[config.mk]
export PLATFORM = sky130hd
export DESIGN_NAME = ggc_front
export DESIGN_NICKNAME = d
export VERILOG_FILES = /design/src/design/ggc_pkg.sv /design/src/design/ggc_front.sv
export SDC_FILE = /design/constraint.sdc
export NUM_CORES = 1
export LEC_CHECK = 0
export ABC_CLOCK_PERIOD_IN_PS = 1400
export CAP_MARGIN = 5
export CORE_AREA = 2 2 39 41
export DETAILED_ROUTE_END_ITERATION = 10
export DIE_AREA = 0 0 41 43
export DONT_BUFFER_PORTS = 1
export MAX_ROUTING_LAYER = met4
export PLACE_DENSITY = 0.43
export SYNTH_ARGS = -nofsm -noshare
export SYNTH_HDL_FRONTEND = slang
export SYNTH_SLANG_ARGS = --single-unit
[constraint.sdc]
create_clock -name vclk -period 1.4
set_input_delay 0.07 -clock vclk [all_inputs]
set_output_delay 0.07 -clock vclk [all_outputs]
set_load 0.01 [all_outputs]
[src/design/ggc_pkg.sv]
package ggc_pkg;

    // Largest graph the block can hold.
    localparam int MAX_VERTICES = 64;

    // Field widths of the item and result formats.
    localparam int VW  = 6;
    localparam int VCW = 7;

    // Address width of the per-vertex stores.
    localparam int AW = $clog2(MAX_VERTICES);

    // Vertex count after reset.
    localparam logic [VCW-1:0] VCOUNT_RESET = 7'd64;

    // Depth of the command queue between front and back.
    localparam int CMD_DEPTH = 4;
    localparam int CMD_AW    = $clog2(CMD_DEPTH);

    // Operation codes of an input item.
    localparam logic OP_EDGE = 1'b0;
    localparam logic OP_RUN  = 1'b1;

    typedef struct packed {
        logic          op;
        logic [VW-1:0] vertex_a;
        logic [VW-1:0] vertex_b;
    } t_in_item;

    typedef struct packed {
        logic [VW-1:0] vertex;
        logic [VW-1:0] color;
        logic          last;
    } t_result;

    // Classified command. An edge is stored once, in the row of its higher
    // endpoint at the column of its lower endpoint.
    typedef struct packed {
        logic          is_run;
        logic [AW-1:0] row;
        logic [AW-1:0] col;
    } t_cmd;

endpackage

[src/design/ggc_front.sv]
module ggc_front
    import ggc_pkg::*;
(
    input  logic     i_push,
    input  t_in_item i_item,
    input  logic     i_q_full,
    output logic     o_full,
    output logic     o_q_push,
    output t_cmd     o_q_cmd
);

    logic accept;
    logic is_run;
    logic a_ok;
    logic b_ok;
    logic a_high;

    assign accept = i_push && !i_q_full;
    assign is_run = (i_item.op == OP_RUN);
    assign a_ok   = {1'b0, i_item.vertex_a} < VCW'(MAX_VERTICES);
    assign b_ok   = {1'b0, i_item.vertex_b} < VCW'(MAX_VERTICES);
    assign a_high = i_item.vertex_a > i_item.vertex_b;

    // Self loops are taken and dropped here; a 6-bit endpoint always lies inside the graph.
    assign o_q_push = accept &&
                      (is_run || (a_ok && b_ok && (i_item.vertex_a != i_item.vertex_b)));

    always_comb begin
        o_q_cmd.is_run = is_run;
        if (a_high) begin
            o_q_cmd.row = AW'(i_item.vertex_a);
            o_q_cmd.col = AW'(i_item.vertex_b);
        end else begin
            o_q_cmd.row = AW'(i_item.vertex_b);
            o_q_cmd.col = AW'(i_item.vertex_a);
        end
    end

    assign o_full = i_q_full;

endmodule

[Yosys cells after proc, flatten, opt, wreduce, memory -nomap -nowiden]
Index checks and enable logic that the tools add are counted.
Operators by class
  order comparisons: 1
  eq/ne operators: 1
  muxes and demuxes: 1
  reductions and logical operators: 4
Operators with widths (number)
  12-bit two-way mux: 1
  6-bit greater-than comparator: 1
  6-bit != test: 1
  1-bit logical AND: 2
  1-bit zero test: 1
  1-bit logical OR: 1
Word-level totals
  register bits after elaboration: 0
  input port bits: 15
  logic and storage cells: 7

[Longest topological paths before layout]
  depth in word-level cells: 3
  depth in mapped cells: 8
  gate-level depth less buffers: 7

[Worst setup path before layout]
No wires, ideal clock.
  path type: input-to-output
  start: in i_item[5] (netlist name)
  end: out o_q_cmd[10] (netlist name)
  arrival time: 1.311 ns
  required time: 1.330 ns
  slack: 0.019 ns
  stages on the path: 7
  path buffers: 1
  path through: inv_1 -> ha_1 -> a21oi_1 -> o21ai_1 -> o21ai_2 -> buf_6 -> mux2_4
RTL lines
  start: declaration: RTL line ggc_front.sv:5  | input t_in_item i_item,
  end: declaration: RTL line ggc_front.sv:9  | output t_cmd o_q_cmd

==> impl_metrics.sql <==
INSERT INTO impl_metrics (metric_group, metric, value, unit) VALUES
('floorplan', 'die_h', '43', 'um'),
('routing', 'dr_total_vias', '284', ''),
('setup_path', 'setup.worst_path.class', 'input port to output pin', ''),
('global_routing', 'grt.overflow.total', '0', ''),
('global_routing', 'first_global_vias', '245', ''),
('floorplan', 'die_w', '41', 'um'),
('sta', 'fin_crit_sh', '96.0', '%'),
('routing', 'drt_iter0_drc', '0', ''),
('finish', 'layout.area.seq', '0', 'um2'),
('synth', 'synth_fp_nets', '61', ''),
('finish', 'flip_flop_and_latch_count', '0', ''),
('setup_path', 'arrival', '1.27', 'ns'),
('floorplan', 'placeableCoreArea', '1380', 'um2'),
('routing', 'drc_markers', '0', ''),
('finish', 'post-route-util', '33.3', '%'),
('min_path', 'hold_crit_path_type', 'input port to output pin', ''),
('floorplan', 'die_area', '1760', 'um2'),
('power', 'power-per-cell-area', '449', 'nW/um2'),
('routing', 'drtPass1Iterations', '1', ''),
('min_path', 'hold_depth', '0', ''),
('sta', 'worst-slew-pin-transition', '0.376', 'ns'),
('synth', 'syn_avg_cell_area', '9.07', 'um2'),
('status', 'outcome', 'finished, final reports clean', ''),
('synth', 'ys.warnings.count', '0', ''),
('setup_path', 'worst-endpoint-required', '1.33', 'ns'),
('routing', 'avgRoutedWirePerCell', '11.8', 'um'),
('synth', 'synthesis.instances', '40', ''),
('floorplan', 'placementRows', '14', ''),
('sta', 'timing_hold_violations_final', '0', ''),
('finish', 'clock_buffer_count', '0', ''),
('synth', 'syn-cell-area', '363', 'um2'),
('routing', 'route.antenna.remaining_nets', '0', ''),
('clock_network', 'hold_bufs_at_cts', '0', ''),
('setup_path', 'worstPathMaxFanout', '8', ''),
('min_path', 'min_to', 'o_q_cmd[12]', ''),
('sta', 'hold-worst-slack', '0.140', 'ns'),
('finish', 'drive_above_1_share', '68.3', '%'),
('routing', 'totalWireLength', '673', 'um'),
('finish', 'area_growth_syn_to_layout', '26.9', '%'),
('min_path', 'hold_path.startpoint', 'i_item[12]', ''),
('setup_path', 'timing.critical_path.to_type', 'output pin', ''),
('flow_run', 'drv.max_cap_violation_count', '0', ''),
('floorplan', 'start_util', '26.2', '%'),
('placed_design', 'portBuffers', '0', ''),
('sta', 'fmax', '0.744', 'GHz'),
('finish', 'number_of_nets_in_the_layout', '64', ''),
('floorplan', 'io_pins', '30', ''),
('power', 'total_chip_power', '0.000207', 'W'),
('global_routing', 'grt_max_degree', '9', ''),
('synth', 'synth.lib_cells_used.distinct', '14', ''),
('power', 'total_leakage_power', '0.220', 'nW'),
('sta', 'setup_viol_count_final', '0', ''),
('global_routing', 'antenna_violations_before_repair', '0', ''),
('sta', 'maxSlewHeadroom', '74.9', '%'),
('placed_design', 'dpl.hpwl', '540', 'um'),
('sta', 'finalCriticalPeriod', '1.34', 'ns'),
('finish', 'final_common_cell', 'mux2_4', ''),
('sta', 'timing.final.max_slew_violations', '0', ''),
('synth', 'ys_seq_area_share', '0', '%'),
('finish', 'layout.cells.most_common_list', 'mux2_4 (10), inv_1 (5), ha_4 (4), inv_2 (3)', ''),
('finish', 'antenna_cells', '0', ''),
('global_routing', 'grt_first_pass_wirelength', '876', 'um'),
('routing', 'vias_per_cell', '4.98', ''),
('global_routing', 'grt_util_all_layers', '6.76', '%'),
('setup_path', 'critPathLaunchType', 'input port', ''),
('placed_design', 'finalWeightedCongestion', '0.637', ''),
('power', 'vdd.ir_drop.worst', '0.151', 'mV');
==> synthesized netlist by cell type <==
cell type / count / area [um2]
nor2_1: 2 / 7.51
inv_1: 8 / 30.0
nand3_1: 1 / 5.00
a21oi_1: 3 / 15.0
mux2_2: 2 / 22.5
nand2_1: 1 / 3.75
nor3b_1: 1 / 7.51
buf_4: 2 / 15.0
nand4_1: 1 / 6.26
o21ai_2: 1 / 8.76
o21ai_1: 1 / 5.00
mux2_4: 10 / 150
buf_6: 1 / 11.3
ha_1: 6 / 75.1
==> metal layers <==
metal	global-route usage, %	part of all wire, %
met5	-	0
met4	0	0
met3	0	9.4
met2	10.9	54
met1	9.81	37
==> repair_timing <==
| action | 4_1_cts | 5_1_grt |
|---|---|---|
| endpoints found under the hold margin | 0 | 0 |
| pin swaps | 1 | 8 |
| buffers inserted | 0 | 1 |
| endpoints found under the setup margin | 10 | 12 |
| gates cloned | 0 | 0 |
| resized for setup | 3 | 10 |
==> cells by family after synthesis <==
logic type / synth area share (%)
AND/OR/NAND/NOR: 8.28
multiplexers: 47.6
buffers and inverters: 15.5
AO/OA/AOI/OAI: 7.93
adder cells (fa/ha/maj): 20.7
==> per-stage QoR <==
step	std cells	setup TNS (ns)	area, um2	setup WS, ns
detailed placement	56	-0.261	379	-0.0321
global placement	56	-0.126	379	-0.0169
CTS	56	0	399	0.0185
finish	57	0	460	0.0559
global route	57	-0.0795	460	-0.0124
floorplan	40	0	363	0.0188
==> area by class of cell <==
cell class	instances	area (um2)
Tap cell	16	20.0
Fill cell	149	923
Inverter	8	30.0
Multi-Input combinational cell	29	373
Timing Repair Buffer	4	37.5
==> worst max path at each step <==
stage,from,endpoint,slack [ns],depth (start not counted)
global placement,i_item[1],o_q_cmd[7],-0.02,7
global route,i_item[2],o_q_cmd[4],-0.01,8
floorplan,i_item[5],o_q_cmd[10],0.02,7
CTS,i_item[1],o_q_cmd[10],0.02,7
detailed placement,i_item[5],o_q_cmd[9],-0.03,7
finish,i_item[2],o_q_cmd[10],0.06,8
==> power breakdown <==
| group | total (W) | switching (W) | internal [W] |
|---|---|---|---|
| Combinational | 0.000207 | 0.0000908 | 0.000116 |
| Sequential | 0 | 0 | 0 |
| Clock | 0 | 0 | 0 |
==> worst max-delay path: stages <==
cell and delay, ns:
inv_1 0.02, ha_1 0.26, nand4_1 0.15, inv_1 0.10, nand3_2 0.07, o21ai_2 0.09, buf_6 0.18, mux2_4 0.33
Note: power is estimated with default switching activity, not from simulation.
