### config.mk
export PLATFORM = sky130hd
export DESIGN_NAME = ggc_cmd_fifo
export DESIGN_NICKNAME = d
export VERILOG_FILES = /design/src/design/ggc_pkg.sv /design/src/design/ggc_cmd_fifo.sv
export SDC_FILE = /design/constraint.sdc
export NUM_CORES = 1
export LEC_CHECK = 0
export BUFFER_PORTS_ARGS = -buffer_cell sky130_fd_sc_hd__buf_2
export CORE_MARGIN = 5
export CORE_UTILIZATION = 56
export CTS_BUF_LIST = sky130_fd_sc_hd__clkbuf_16
export DETAILED_ROUTE_END_ITERATION = 10
export GPL_TIMING_DRIVEN = 0
export HOLD_SLACK_MARGIN = 0.08
export PLACE_DENSITY = 0.8
export SYNTH_ARGS = -nofsm -noshare
export SYNTH_HDL_FRONTEND = slang
export SYNTH_SLANG_ARGS = --single-unit
### constraint.sdc
create_clock -name i_clk -period 2.65 [get_ports i_clk]
set_clock_uncertainty 0.05 [all_clocks]
set_input_delay 0.6625 -clock i_clk [delete_from_list [all_inputs] [get_ports i_clk]]
set_output_delay 0.6625 -clock i_clk [all_outputs]
set_load 0.005 [all_outputs]
### src/design/ggc_pkg.sv
package ggc_pkg;

    // Largest graph the block can hold.
    localparam int MAX_VERTICES = 64;

    // Field widths of the item and result formats.
    localparam int VW  = 6;
    localparam int VCW = 7;

    // Address width of the per-vertex stores.
    localparam int AW = $clog2(MAX_VERTICES);

    // Vertex count after reset.
    localparam logic [VCW-1:0] VCOUNT_RESET = 7'd64;

    // Depth of the command queue between front and back.
    localparam int CMD_DEPTH = 4;
    localparam int CMD_AW    = $clog2(CMD_DEPTH);

    // Operation codes of an input item.
    localparam logic OP_EDGE = 1'b0;
    localparam logic OP_RUN  = 1'b1;

    typedef struct packed {
        logic          op;
        logic [VW-1:0] vertex_a;
        logic [VW-1:0] vertex_b;
    } t_in_item;

    typedef struct packed {
        logic [VW-1:0] vertex;
        logic [VW-1:0] color;
        logic          last;
    } t_result;

    // Classified command. An edge is stored once, in the row of its higher
    // endpoint at the column of its lower endpoint.
    typedef struct packed {
        logic          is_run;
        logic [AW-1:0] row;
        logic [AW-1:0] col;
    } t_cmd;

endpackage

### src/design/ggc_cmd_fifo.sv
module ggc_cmd_fifo
    import ggc_pkg::*;
(
    input  logic i_clk,
    input  logic i_rst_n,
    input  logic i_push,
    input  t_cmd i_cmd,
    output logic o_full,
    input  logic i_pop,
    output logic o_empty,
    output t_cmd o_cmd
);

    t_cmd              r_mem [CMD_DEPTH];
    logic [CMD_AW-1:0] r_wptr;
    logic [CMD_AW-1:0] r_rptr;
    logic [CMD_AW:0]   r_cnt;
    logic              do_push;
    logic              do_pop;

    assign o_full  = (r_cnt == (CMD_AW+1)'(CMD_DEPTH));
    assign o_empty = (r_cnt == '0);
    assign do_push = i_push && !o_full;
    assign do_pop  = i_pop && !o_empty;
    assign o_cmd   = r_mem[r_rptr];

    always_ff @(posedge i_clk) begin
        if (!i_rst_n) begin
            r_wptr <= '0;
            r_rptr <= '0;
            r_cnt  <= '0;
        end else begin
            if (do_push) begin
                r_wptr <= r_wptr + 1'b1;
            end
            if (do_pop) begin
                r_rptr <= r_rptr + 1'b1;
            end
            if (do_push && !do_pop) begin
                r_cnt <= r_cnt + 1'b1;
            end else if (do_pop && !do_push) begin
                r_cnt <= r_cnt - 1'b1;
            end
        end
    end

    always_ff @(posedge i_clk) begin
        if (do_push) begin
            r_mem[r_wptr] <= i_cmd;
        end
    end

endmodule

### Word level (Yosys, flattened, before mapping)

Memory sizes are Yosys's and may differ from the RTL's. A register that Yosys moved wholly into a read port is not among the register bits.
Cells that the tools add are included.
W data, S select, Z words.

* flip-flop bits (word level): 7
* RAM bits: 52
* output and inout port bits: 15
* memories: 1

* $add $sub $neg: 4
* equality and inequality tests: 1
* multiplexer cells: 6
* reduce and logical (&&, ||, !) cells: 10

Memories
* r_mem: words 4, bits a word 13, rd ports 1, clocked after Yosys merged registers in 1, wr ports 1, line ggc_cmd_fifo.sv:14 `t_cmd r_mem [CMD_DEPTH];`

Operators with widths (number)
* $mux W3: 2
* $add A2 B1 Y2 const B: 2
* $logic_and A1 B1 Y1: 4
* $logic_not A1 Y1: 4
* $mux W2: 2
* $add A3 B1 Y3 const B: 1
* $eq A3 B3 Y1 const B: 1
* $logic_not A3 Y1: 1
* $sub A3 B1 Y3 const B: 1
* $mux W1: 2
* $reduce_bool A2 Y1: 1

### Depth between registers and ports, before layout

Gate-level depths: netlist of run 1.

* depth in word-level cells: 7
* gate-level depth with buffers: 9
* depth with buffers taken out: 8

### Worst setup path after synthesis of run 1

OpenSTA, ideal clock, no wires.

* kind: input -> register
* start point: input port i_push
* end point: register r_cnt[2]
* library setup time: 0.070 ns
* data arrival time: 2.074 ns
* required time: 2.530 ns
* slack: 0.456 ns
* stages: 8
* path through: nor2b_1 buf_6 ha_1 inv_1 fa_1 xor2_1 or3_1 a21boi_1

* word-level cells in the longest chain between the ends: 4
* elaborated cells on any way between the ends: 6
* classes of those cells: mux (1); reduce/logical (5)

RTL lines
* start: declaration: line ggc_cmd_fifo.sv:6 `input logic i_push,`
* $logic_and A1 B1 Y1 *: line ggc_cmd_fifo.sv:23 `assign do_push = i_push && !o_full;`
* net do_push: line ggc_cmd_fifo.sv:18 `logic do_push;`
* $logic_not A1 Y1: line ggc_cmd_fifo.sv:41 `end else if (do_pop && !do_push) begin`
* $logic_and A1 B1 Y1: line ggc_cmd_fifo.sv:41
* $reduce_bool A2 Y1 (no source line)
* end signal: assignment: line ggc_cmd_fifo.sv:40 `r_cnt <= r_cnt + 1'b1;`
* end signal: assignment: line ggc_cmd_fifo.sv:42 `r_cnt <= r_cnt - 1'b1;`
* end: declaration: line ggc_cmd_fifo.sv:17 `logic [CMD_AW:0] r_cnt;`

Mark *: on every way through the listed nets, which the timed path passes. The rest lies on a longest branch.
A chain may end at the register's enable or synchronous reset.

==> metrics.md, run 1 <==
| Metric | Value |
|---|---|
| Vias in the first global route | 1249 |
| Clock Path Buffers | 2 |
| Hold Path End | r_wptr[1] |
| DRC Markers | 0 |
| EDFF count, synth | 52 |
| CTS clock-pin slew for the worst setup and hold paths | 0.05 ns |
| Post-Synth Adder-Cell Area | 3.50% |
| Layout area overhead | 21.4% |
| R2R setup slack | 0.41 ns |
| Final Slew Violations | 0 |
| DRT iter0 DRCs | 62 |
| Hold path depth | 2 |
| # diodes | 0 |
| Hold Crit Start | r_wptr[1] |
| Setup TNS | 0 ns |
| Most area-consuming cells after synthesis | edfxtp_1, mux4_2, dfxtp_1, ha_1, and2_1 |
| Arr. time, crit path | 1.68 ns |
| Post-DP HPWL | 2540 um |
| Post-Syn Area | 2360 um^2 |
| Simple-Gate Fraction of Synth Area | 4.29% |
| Initial antenna violation count | 0 |
| Die ar. | 5610 um^2 |
| WS Path Type | flip-flop to output pin |
| Avg WL per Cell | 18.3 um |
| Synth cell count leaders | edfxtp_1, mux4_2, dfxtp_1 |
| Worst-margin pin slew | 0.715 ns |
| # H-tree levels | 3 |
| Largest net degree at the start of global routing | 14 |
| Average size of a mapped cell | 20.5 um^2 |
| YS warnings | 0 |
| Post-Route WL | 3870 um |
| Hold Path Class | flip-flop to flip-flop |
| Nets@finish | 179 |
| Cell Pwr Density | 1030 nW/um^2 |
| Clk Latency, worst-skew pair | 0.32 ns |
| Layout cells sized above 1 | 39.1% |
| CTS root buffer | clkbuf_16 |
| RSZ-0062 raised after global routing | no |
| Sequential fraction of the synthesis area | 73.8% |
| Reg2reg end | r_cnt[2] |
| Achievable clock frequency | 418 MHz |
| Synth top area share | 66.2% |
| Grt total ovfl | 0 |
| Largest family of logic cells by synthesized area | multiplexers |
| Async SR Flop Fraction | 0% |
| GP Congestion | 0.739 |
| Slew HR | 52.4% |
| Leakage | 1.02 nW |
| Hold Worst Slack | 0.449 ns |
| Core area | 4030 um^2 |
| Status | finished clean |
| Post-CTS Hold Buffers | 0 |
| Max Cap Viol | 0 |
| FP Rows | 23 |
| Syn Nets | 138 |
| Final setup viols | 0 |
| Post_cts resized | 0 |
| First-pass GRT wire length | 6200 um |
| Clk sinks | 61 |
| Synth area leader | edfxtp_1 |
| IO buf count | 30 |
| Register-to-Register Path Depth | 9 |
| Multiplexer share of the synthesized area | 13.7% |
| Worst EP required | 1.94 ns |
| Prevailing post-synth register cell | edfxtp_1 |
| Placed cell count | 195 |
| Final ANT Viol Nets | 0 |
| Total CTS buffers | 9 |
| Final period util | 90.2% |
| Setup crit start kind | flip-flop |
| RR Startpoint | r_cnt[0] |
| Final Hold Vio Count | 0 |
| XOR/XNOR Fraction of Synth Area | 1.48% |
| Final Critical Period | 2.39 ns |
| VDD IR max | 0.000645 V |
| Synth unique cells | 22 |
| Gr usage total | 16.4% |
| Synth Area in Compound Gates | 1.43% |
| Die width | 74.9 um |
| Via density | 5.40 |
| IO Count | 32 |
| Critical path endpoint category | output pin |
| CTS tree | yes |
| Yosys reg bits | 61 |
| Die height | 74.9 um |
| Vias | 1140 |
| Cell with the most instances after synthesis | edfxtp_1 |
| CP max FO | 10 |
| Starting Density | 58.6% |
| Synth Instances | 115 |
| Fin cells | 211 |
| Post-CTS Setup Repair Bufs | 0 |
| First-pass DRT Iterations | 4 |
==> worst max-delay path by stage <==
stage / from / endpoint / cells after the start
2_1_floorplan: i_push / r_cnt[2] / 8
3_3_place_gp: i_push / r_cnt[2] / 9
3_5_place_dp: i_push / r_cnt[2] / 9
5_1_grt: flip-flop / o_cmd[2] / 3
6_report: flip-flop / o_cmd[3] / 3
4_1_cts: flip-flop / o_cmd[2] / 3
==> critical path: stages (launching register included) <==
cell     delay [ns]
dfxtp_1        0.46
buf_6          0.23
mux4_2         0.53
buf_2          0.15
==> flip-flops by register name (all words and copies together) (netlist names), named ones only <==
register	flops
r_mem	52
r_cnt	3
r_rptr	2
r_wptr	2
==> cell usage in the layout (no fill, tap or decap) <==
cell type   count
inv_1           3
buf_6           2
clkinv_2        2
nor3_1          1
nor3b_2         1
o31ai_2         1
xor2_1          1
mux2i_1         3
clkinvlp_4      3
nand2_1         4
or3_1           1
clkbuf_1        1
edfxtp_1       52
clkbuf_16       9
fa_1            1
bufinv_16       1
buf_2          31
clkinv_1        1
nor2b_1         2
dfxtp_1         9
a21boi_1        1
ha_1            5
o21ai_0         1
mux4_2         13
o311ai_1        1
xnor2_1         3
and2_1          8
==> layout make-up <==
| type | instances | area [um^2] |
|---|---|---|
| flip-flops and latches | 61 | 1740 |
| clock buffers | 9 | 225 |
| well taps | 50 | 62.6 |
| multi-input cells | 47 | 576 |
| repair buffers | 30 | 150 |
| inverters | 3 | 11.3 |
| clock inverters | 7 | 66.3 |
| fillers | 257 | 1160 |
| plain buffers | 4 | 31.3 |
==> metal layers <==
layer	global-route usage, %	routed length (um)
met5	0	0
met4	10.1	93
met3	6.01	194
met1	17.5	1470
met2	27.7	2110
==> metrics by stage <==
stage	cell area (um^2)	power, W	utilization (%)	setup WS [ns]
after global routing	2860	0.00312	71.1	0.151
after CTS	2860	0.00300	71.1	0.206
after global placement	2570	0.00186	63.9	0.332
final	2860	0.00296	71.1	0.259
after detailed placement	2570	0.00189	63.9	0.245
after floorplan	2360	0.00168	-	0.456
==> where the power goes <==
group | switching, W | internal (W)
sequential | 0.0000800 | 0.00118
clock | 0.000385 | 0.000719
combinational | 0.000265 | 0.000337
==> kinds of logic (layout without fill, tap and decap cells) <==
| logic type | count (synthesis) | after routing |
|---|---|---|
| flops | 61 | 61 |
| simple gates | 17 | 17 |
| xor+xnor | 4 | 4 |
| compound gates | 4 | 4 |
| mux | 16 | 16 |
| fa+ha+maj | 6 | 6 |
| buf+inv | 7 | 53 |
No activity file was read; power rests on OpenSTA's default activity.
==> inputs of run 2 (changes only) <==
--- a/config.mk
+++ b/config.mk
@@ -5,6 +5,7 @@
 export SDC_FILE = /design/constraint.sdc
 export NUM_CORES = 1
 export LEC_CHECK = 0
+export ABC_AREA = 1
 export BUFFER_PORTS_ARGS = -buffer_cell sky130_fd_sc_hd__buf_2
 export CORE_MARGIN = 5
 export CORE_UTILIZATION = 56
==> constraint.sdc (replaced) <==
create_clock -name i_clk -period 2.65 [get_ports i_clk]
set_clock_uncertainty 0.05 [all_clocks]
set_input_delay 0.6625 -clock i_clk [delete_from_list [all_inputs] [get_ports i_clk]]
set_output_delay 0.6625 -clock i_clk [all_outputs]
set_load 0.1 [all_outputs]
==> run 2 against run 1 <==
Against the previous run:
- combinational power rose to 2.7 times the previous value
- cell count rose by 39%
- register-to-register slack improved by 0.16 ns
- non-clock buffer count rose by 4
- hold slack improved by 0.0063 ns
- via count rose by 38%
- maximum frequency fell by 2.7%
- first-iteration DRC count rose by 65%
- sequential cell count did not move
- synthesized cell count rose by 70%
- synthesized area rose by 4.3%
- sequential share of layout area fell by 2.9 points
- critical path type unchanged
==> metrics.md, run 2 <==
| Metric | Value |
|---|---|
| Status | finished clean (unchanged) |
| Placed cell count | 279 (was 195) |
| CTS root buffer | clkbuf_16 (unchanged) |
| Setup TNS | 0 ns (unchanged) |
| Clk sinks | 61 (unchanged) |
| Vias | 1571 (was 1140) |
| Cells along the critical path | buf_2, o21ai_0, o22ai_2, buf_2 (was buf_6, mux4_2, buf_2) |
| Final Critical Period | 2.46 ns (was 2.39 ns) |
| Initial antenna violation count | 0 (unchanged) |
| IO buf count | 31 (was 30) |
| CTS clock-pin slew for the worst setup and hold paths | 0.05 ns (about the same) |
| Synth unique cells | 22 (unchanged) |
| Grt total ovfl | 0 (unchanged) |
| Syn Nets | 219 (was 138) |
| Slew HR | 15.6% (was 52.4%) |
| Most frequent cells in the layout | edfxtp_1, nor2_1, buf_2, o21ai_0, inv_1 (was edfxtp_1, buf_2, mux4_2, dfxtp_1, clkbuf_16) |
| Final WS setup | 0.193 ns (was 0.259 ns) |
| Worst path most repeated cell | buf_2 |
| Crit path buffers/inverters | 2 (unchanged) |
| Crit path largest cell delay | 0.45 ns (was 0.53 ns) |
| Synth top area share | 63.4% (was 66.2%) |
| Arr. time, crit path | 1.74 ns (was 1.68 ns) |
| Layout area overhead | 22.3% (was 21.4%) |
| Final period util | 92.7% (was 90.2%) |
| Hold Path Class | flip-flop to flip-flop (unchanged) |
| Delay-heaviest family, CP | buffers and inverters (was multiplexers) |
| Cell Pwr Density | 1270 nW/um^2 (was 1030 nW/um^2) |
| Critical path depth | 4 (was 3) |
| Max reg flops | 52 (unchanged) |
| Multi-input gate area | 663 um^2 (was 576 um^2) |
| Cell with the most instances after synthesis | edfxtp_1 (unchanged) |
| Synth cell count leaders | edfxtp_1, nor2_1, o21ai_0 (was edfxtp_1, mux4_2, dfxtp_1) |
| PnR Total Power | 0.00382 W (was 0.00296 W) |
| GP Congestion | 0.701 (was 0.739) |
| Die width | 76.3 um (was 74.9 um) |
| Post-CTS Hold Buffers | 0 (unchanged) |
| DRC Markers | 0 (unchanged) |
| Clk Latency, worst-skew pair | 0.32 ns (about the same) |
| Worst slack, placed | 0.337 ns (was 0.245 ns) |
| YS warnings | 0 (unchanged) |
| First-pass GRT wire length | 7070 um (was 6200 um) |
| IO Count | 32 (unchanged) |
| Post-Syn Area | 2460 um^2 (was 2360 um^2) |
| # H-tree levels | 3 (unchanged) |
| Most area-consuming cells after synthesis | edfxtp_1, dfxtp_1, nor2_1, o21ai_0, o22ai_1 (was edfxtp_1, mux4_2, dfxtp_1, ha_1, and2_1) |
| Achievable clock frequency | 407 MHz (was 418 MHz) |
| Core area | 4290 um^2 (was 4030 um^2) |
| Final ANT Viol Nets | 0 (unchanged) |
| # diodes | 0 (unchanged) |
| Via density | 5.36 (was 5.40) |
| Number of fill cells in the layout | 285 (was 257) |
| Top flop regs | r_mem (52), r_cnt (3) (unchanged) |
| Clock Path Buffers | 2 (unchanged) |
| CP max stage cell | buf_2 (was mux4_2) |
| Worst-margin pin slew | 1.26 ns (was 0.715 ns) |
| Async SR Flop Fraction | 0% (unchanged) |
| Gr usage total | 16.3% (was 16.4%) |
| Worst EP required | 1.94 ns (about the same) |
| FP Rows | 24 (was 23) |
| Most common cell after layout, fill and taps aside | edfxtp_1 (unchanged) |
| Final Slew Violations | 0 (unchanged) |
| Vias in the first global route | 1517 (was 1249) |
| Average size of a mapped cell | 12.6 um^2 (was 20.5 um^2) |
| Register-to-Register Path Depth | 4 (was 9) |
| Synth area leader | edfxtp_1 (unchanged) |
| Post-CTS Setup Repair Bufs | 0 (unchanged) |
| Max Cap Viol | 0 (unchanged) |
| Prevailing post-synth register cell | edfxtp_1 (unchanged) |
| Final Hold Vio Count | 0 (unchanged) |
| Hold path depth | 2 (unchanged) |
| Post-DP HPWL | 2830 um (was 2540 um) |
| Layout cells sized above 1 | 29.5% (was 39.1%) |
| Total CTS buffers | 9 (unchanged) |
| Sequential fraction of the synthesis area | 70.8% (was 73.8%) |
| Fin cells | 293 (was 211) |
| Nets@finish | 261 (was 179) |
| CP max FO | 10 (unchanged) |
| Avg WL per Cell | 15.2 um (was 18.3 um) |
| Critical path endpoint category | output pin (unchanged) |
| Leakage | 1.17 nW (was 1.02 nW) |
| Post-Route WL | 4460 um (was 3870 um) |
| Biggest register | r_mem (unchanged) |
| Setup crit start kind | flip-flop (unchanged) |
| Die height | 76.3 um (was 74.9 um) |
| Final core occ | 70.1% (was 71.1%) |
| VDD IR max | 0.000810 V (was 0.000645 V) |
| Post_cts resized | 0 (unchanged) |
| Register area | 1740 um^2 (unchanged) |
| Largest net degree at the start of global routing | 14 (unchanged) |
| CTS tree | yes (unchanged) |
| Synth Instances | 196 (was 115) |
| First-pass DRT Iterations | 4 (unchanged) |
| Final setup viols | 0 (unchanged) |
| Die ar. | 5820 um^2 (was 5610 um^2) |
| Starting Density | 57.3% (was 58.6%) |
| RSZ-0062 raised after global routing | no (unchanged) |
| Yosys reg bits | 61 (unchanged) |
| EDFF count, synth | 52 (unchanged) |
| WS Path Type | flip-flop to output pin (unchanged) |
| DRT iter0 DRCs | 102 (was 62) |
-- run 2: cell type report --
| cell class | instances | share of cell area (%) |
|---|---|---|
| repair buffers | 31 | 5.16 |
| plain buffers | 7 | 2.08 |
| clock inverters | 5 | 0.707 |
| well taps | 52 | 2.16 |
| multi-input cells | 110 | 22.0 |
| clock buffers | 9 | 7.48 |
| flip-flops and latches | 61 | 57.9 |
| inverters | 18 | 2.49 |
-- run 2: logic make-up (layout without fill, tap and decap cells) --
| family | count (synthesis) | count (layout) | synth area share (%) |
|---|---|---|---|
| AO/OA/AOI/OAI | 43 | 43 | 9.41 |
| adder cells (fa/ha/maj) | 6 | 6 | 3.36 |
| buffers and inverters | 25 | 70 | 5.59 |
| flip-flops | 61 | 61 | 70.8 |
| AND/OR/NAND/NOR | 60 | 60 | 10.5 |
| XOR/XNOR | 1 | 1 | 0.356 |
-- run 2: worst paths after layout --
| check | end | slack (ns) | start |
|---|---|---|---|
| worst min-delay path | flip-flop | 0.46 | r_rptr[0] |
| worst max-delay path | o_cmd[2] | 0.19 | flip-flop |
| worst min register to register | flip-flop | 0.46 | r_rptr[0] |
| worst max register to register | r_mem[3][1] | 0.57 | r_cnt[0] |
-- run 2: stage by stage --
step	hold WS (ns)	cell area (um^2)
4_1_cts	0.450	3010
3_5_place_dp	0.442	2760
5_1_grt	0.463	3010
6_report	0.456	3010
3_3_place_gp	0.436	2760
2_1_floorplan	0.414	2540
-- run 2: power by group --
| group | switching, W | internal (W) | leakage, nW |
|---|---|---|---|
| sequential | 0.0000548 | 0.00118 | 0.551 |
| clock | 0.000357 | 0.000604 | 0.127 |
| combinational | 0.00129 | 0.000335 | 0.494 |
| total | 0.00170 | 0.00212 | 1.17 |
-- run 2: worst reg2reg max path, stage by stage (launching register included) --
cell and delay (ns):
dfxtp_1 0.42, nor2_2 0.07, nand2_2 0.11, nand2_4 0.08
nor2_1 0.95
-- run 2: layer usage --
| layer | track usage (%) | vias to the layer above | part of all wire, % | wire length (um) |
|---|---|---|---|---|
| li1 | - | 774 | - | - |
| met1 | 18.8 | 734 | 41 | 1820 |
| met2 | 25.9 | 51 | 49 | 2210 |
| met3 | 6.86 | 12 | 7.7 | 344 |
| met4 | 8.57 | 0 | 2.2 | 97 |
| met5 | 0 | - | 0 | 0 |
==> inputs of run 3 (changes only) <==
--- a/config.mk
+++ b/config.mk
@@ -14,6 +14,7 @@
 export GPL_TIMING_DRIVEN = 0
 export HOLD_SLACK_MARGIN = 0.08
 export PLACE_DENSITY = 0.8
+export REMOVE_ABC_BUFFERS = 1
 export SYNTH_ARGS = -nofsm -noshare
 export SYNTH_HDL_FRONTEND = slang
 export SYNTH_SLANG_ARGS = --single-unit
==> run 3 against run 2 <==
Against the previous run:
- first-iteration DRC count increased by 9.8%
- routed wire length increased by 0.90%
- critical path type unchanged
- core utilization decreased by 1.6 points
- register-to-register slack about the same
- combinational power decreased by 11%
- die area unchanged
- clock-buffer cell count unchanged
- cell count decreased by 1.4%
- largest cell class unchanged
- maximum frequency decreased by 3.4%
- sequential share of layout area increased by 1.5 points
- clock power increased by 23%
==> metrics.md, run 3 (synthesis gave the netlist of run 2 again) <==
| Metric | Value |
|---|---|
| # diodes | 0 (unchanged) |
| Largest net degree at the start of global routing | 28 (was 14) |
| FP Rows | 24 (unchanged) |
| IO Count | 32 (unchanged) |
| # H-tree levels | 3 (unchanged) |
| Worst-margin pin slew | 1.27 ns (was 1.26 ns) |
| Slew HR | 15.3% (was 15.6%) |
| DRC Markers | 0 (unchanged) |
| Leakage | 1.14 nW (was 1.17 nW) |
| Critical path endpoint category | output pin (unchanged) |
| Clock Path Buffers | 2 (unchanged) |
| Worst EP required | 1.94 ns (about the same) |
| CTS tree | yes (unchanged) |
| Register-to-Register Path Depth | 4 (unchanged) |
| Status | finished clean (unchanged) |
| Setup TNS | 0 ns (unchanged) |
| Hold Path Class | flip-flop to flip-flop (unchanged) |
| WS Path Type | flip-flop to output pin (unchanged) |
| Final Hold Vio Count | 0 (unchanged) |
| Gr usage total | 16.7% (was 16.3%) |
| Achievable clock frequency | 393 MHz (was 407 MHz) |
| Final Critical Period | 2.54 ns (was 2.46 ns) |
| Nets@finish | 255 (was 261) |
| Post_cts resized | 1 (was 0) |
| Post-Route WL | 4500 um (was 4460 um) |
| Final Slew Violations | 0 (unchanged) |
| Setup crit start kind | flip-flop (unchanged) |
| Most frequent cells in the layout | edfxtp_1, nor2_1, buf_2, o21ai_0, inv_1 (unchanged) |
| Max Cap Viol | 0 (unchanged) |
| Final period util | 95.9% (was 92.7%) |
| Max reg flops | 52 (unchanged) |
| Biggest register | r_mem (unchanged) |
| Final ANT Viol Nets | 0 (unchanged) |
| Crit path largest cell delay | 0.62 ns (was 0.45 ns) |
| Total CTS buffers | 9 (unchanged) |
| Grt total ovfl | 0 (unchanged) |
| RSZ-0062 raised after global routing | no (unchanged) |
| Avg WL per Cell | 15.6 um (was 15.2 um) |
| Layout cells sized above 1 | 22.8% (was 29.5%) |
| Post-CTS Setup Repair Bufs | 0 (unchanged) |
| CTS clock-pin slew for the worst setup and hold paths | 0.05 ns (about the same) |
| Die height | 76.3 um (unchanged) |
| Clk sinks | 61 (unchanged) |
| First-pass GRT wire length | 7480 um (was 7070 um) |
| Die ar. | 5820 um^2 (unchanged) |
| Die width | 76.3 um (unchanged) |
| Starting Density | 57.3% (unchanged) |
| DRT iter0 DRCs | 112 (was 102) |
| CTS root buffer | clkbuf_16 (unchanged) |
| Final setup viols | 0 (unchanged) |
| Top flop regs | r_mem (52), r_cnt (3) (unchanged) |
| PnR Total Power | 0.00392 W (was 0.00382 W) |
| CP max FO | 14 (was 10) |
| Layout area overhead | 19.4% (was 22.3%) |
| Cells along the critical path | o21ai_0, o22ai_1, buf_2 (was buf_2, o21ai_0, o22ai_2, buf_2) |
| Post-DP HPWL | 2740 um (was 2830 um) |
| Clk Latency, worst-skew pair | 0.32 ns (about the same) |
| IO buf count | 31 (unchanged) |
| VDD IR max | 0.000815 V (was 0.000810 V) |
| First-pass DRT Iterations | 4 (unchanged) |
| Via density | 5.40 (was 5.36) |
| Vias | 1562 (was 1571) |
| Core area | 4290 um^2 (unchanged) |
| CP max stage cell | dfxtp_1 (was buf_2) |
| Most common cell after layout, fill and taps aside | edfxtp_1 (unchanged) |
| Vias in the first global route | 1591 (was 1517) |
| Hold path depth | 2 (unchanged) |
| GP Congestion | 0.677 (was 0.701) |
| Post-CTS Hold Buffers | 0 (unchanged) |
| Initial antenna violation count | 0 (unchanged) |
| Arr. time, crit path | 1.83 ns (was 1.74 ns) |
| Cell Pwr Density | 1330 nW/um^2 (was 1270 nW/um^2) |
[run 3: changes by cell type in the layout (fill, tap and decap cells not counted)]
| cell | before | now |
|---|---|---|
| o22ai_2 | 13 | 0 |
| dfxtp_4 | 0 | 1 |
| clkinv_1 | 2 | 4 |
| buf_2 | 33 | 31 |
| buf_6 | 4 | 1 |
| o22ai_1 | 0 | 13 |
| dfxtp_1 | 9 | 8 |
| buf_4 | 1 | 0 |
| inv_1 | 16 | 15 |
| clkinv_2 | 2 | 1 |
| bufinv_16 | 0 | 2 |
[run 3: per-stage QoR]
stage               area [um^2]  setup WS (ns)  util [%]  instances  hold WS [ns]
finish                     2940          0.107      68.4        289         0.461
global route               2940         0.0244      68.4        289         0.495
CTS                        2930         0.0215      68.1        288         0.465
detailed placement         2620         0.0375      61.0        272         0.443
global placement           2620          0.100      61.0        272         0.438
floorplan                  2400         -0.469         -        189         0.414
[run 3: layout make-up]
class	count	area, um^2
repair buffers	32	166
fillers	300	1360
well taps	52	65.1
clock buffers	9	225
multi-input cells	110	582
inverters	18	75.1
clock inverters	7	80.1
flip-flops and latches	61	1750
[run 3: where the power goes]
part | internal [W] | leakage [nW] | total (W) | switching [W]
clock network | 0.000806 | 0.149 | 0.00118 | 0.000379
registers | 0.00118 | 0.551 | 0.00128 | 0.000102
logic | 0.000256 | 0.435 | 0.00145 | 0.00120
[run 3: per-layer routing]
metal	global-route usage (%)	vias to the layer above	wire length, um
li1	-	758	-
met1	19.6	754	1830
met2	27.8	44	2370
met3	5.79	6	252
met4	6.99	0	52
met5	0	-	0
[run 3: critical path: cells and delay by family (launching register included)]
family,cells,cell delay [ns]
buf+inv,1,0.45
compound gates,2,0.44
flops,1,0.62
[run 3: final timing paths]
check / start / end / slack [ns]
hold / removal: r_rptr[1] / r_rptr[1] / 0.46
setup / recovery: flip-flop / o_cmd[1] / 0.11
setup reg to reg: r_cnt[0] / r_mem[3][11] / 0.58
hold reg to reg: r_rptr[1] / r_rptr[1] / 0.46
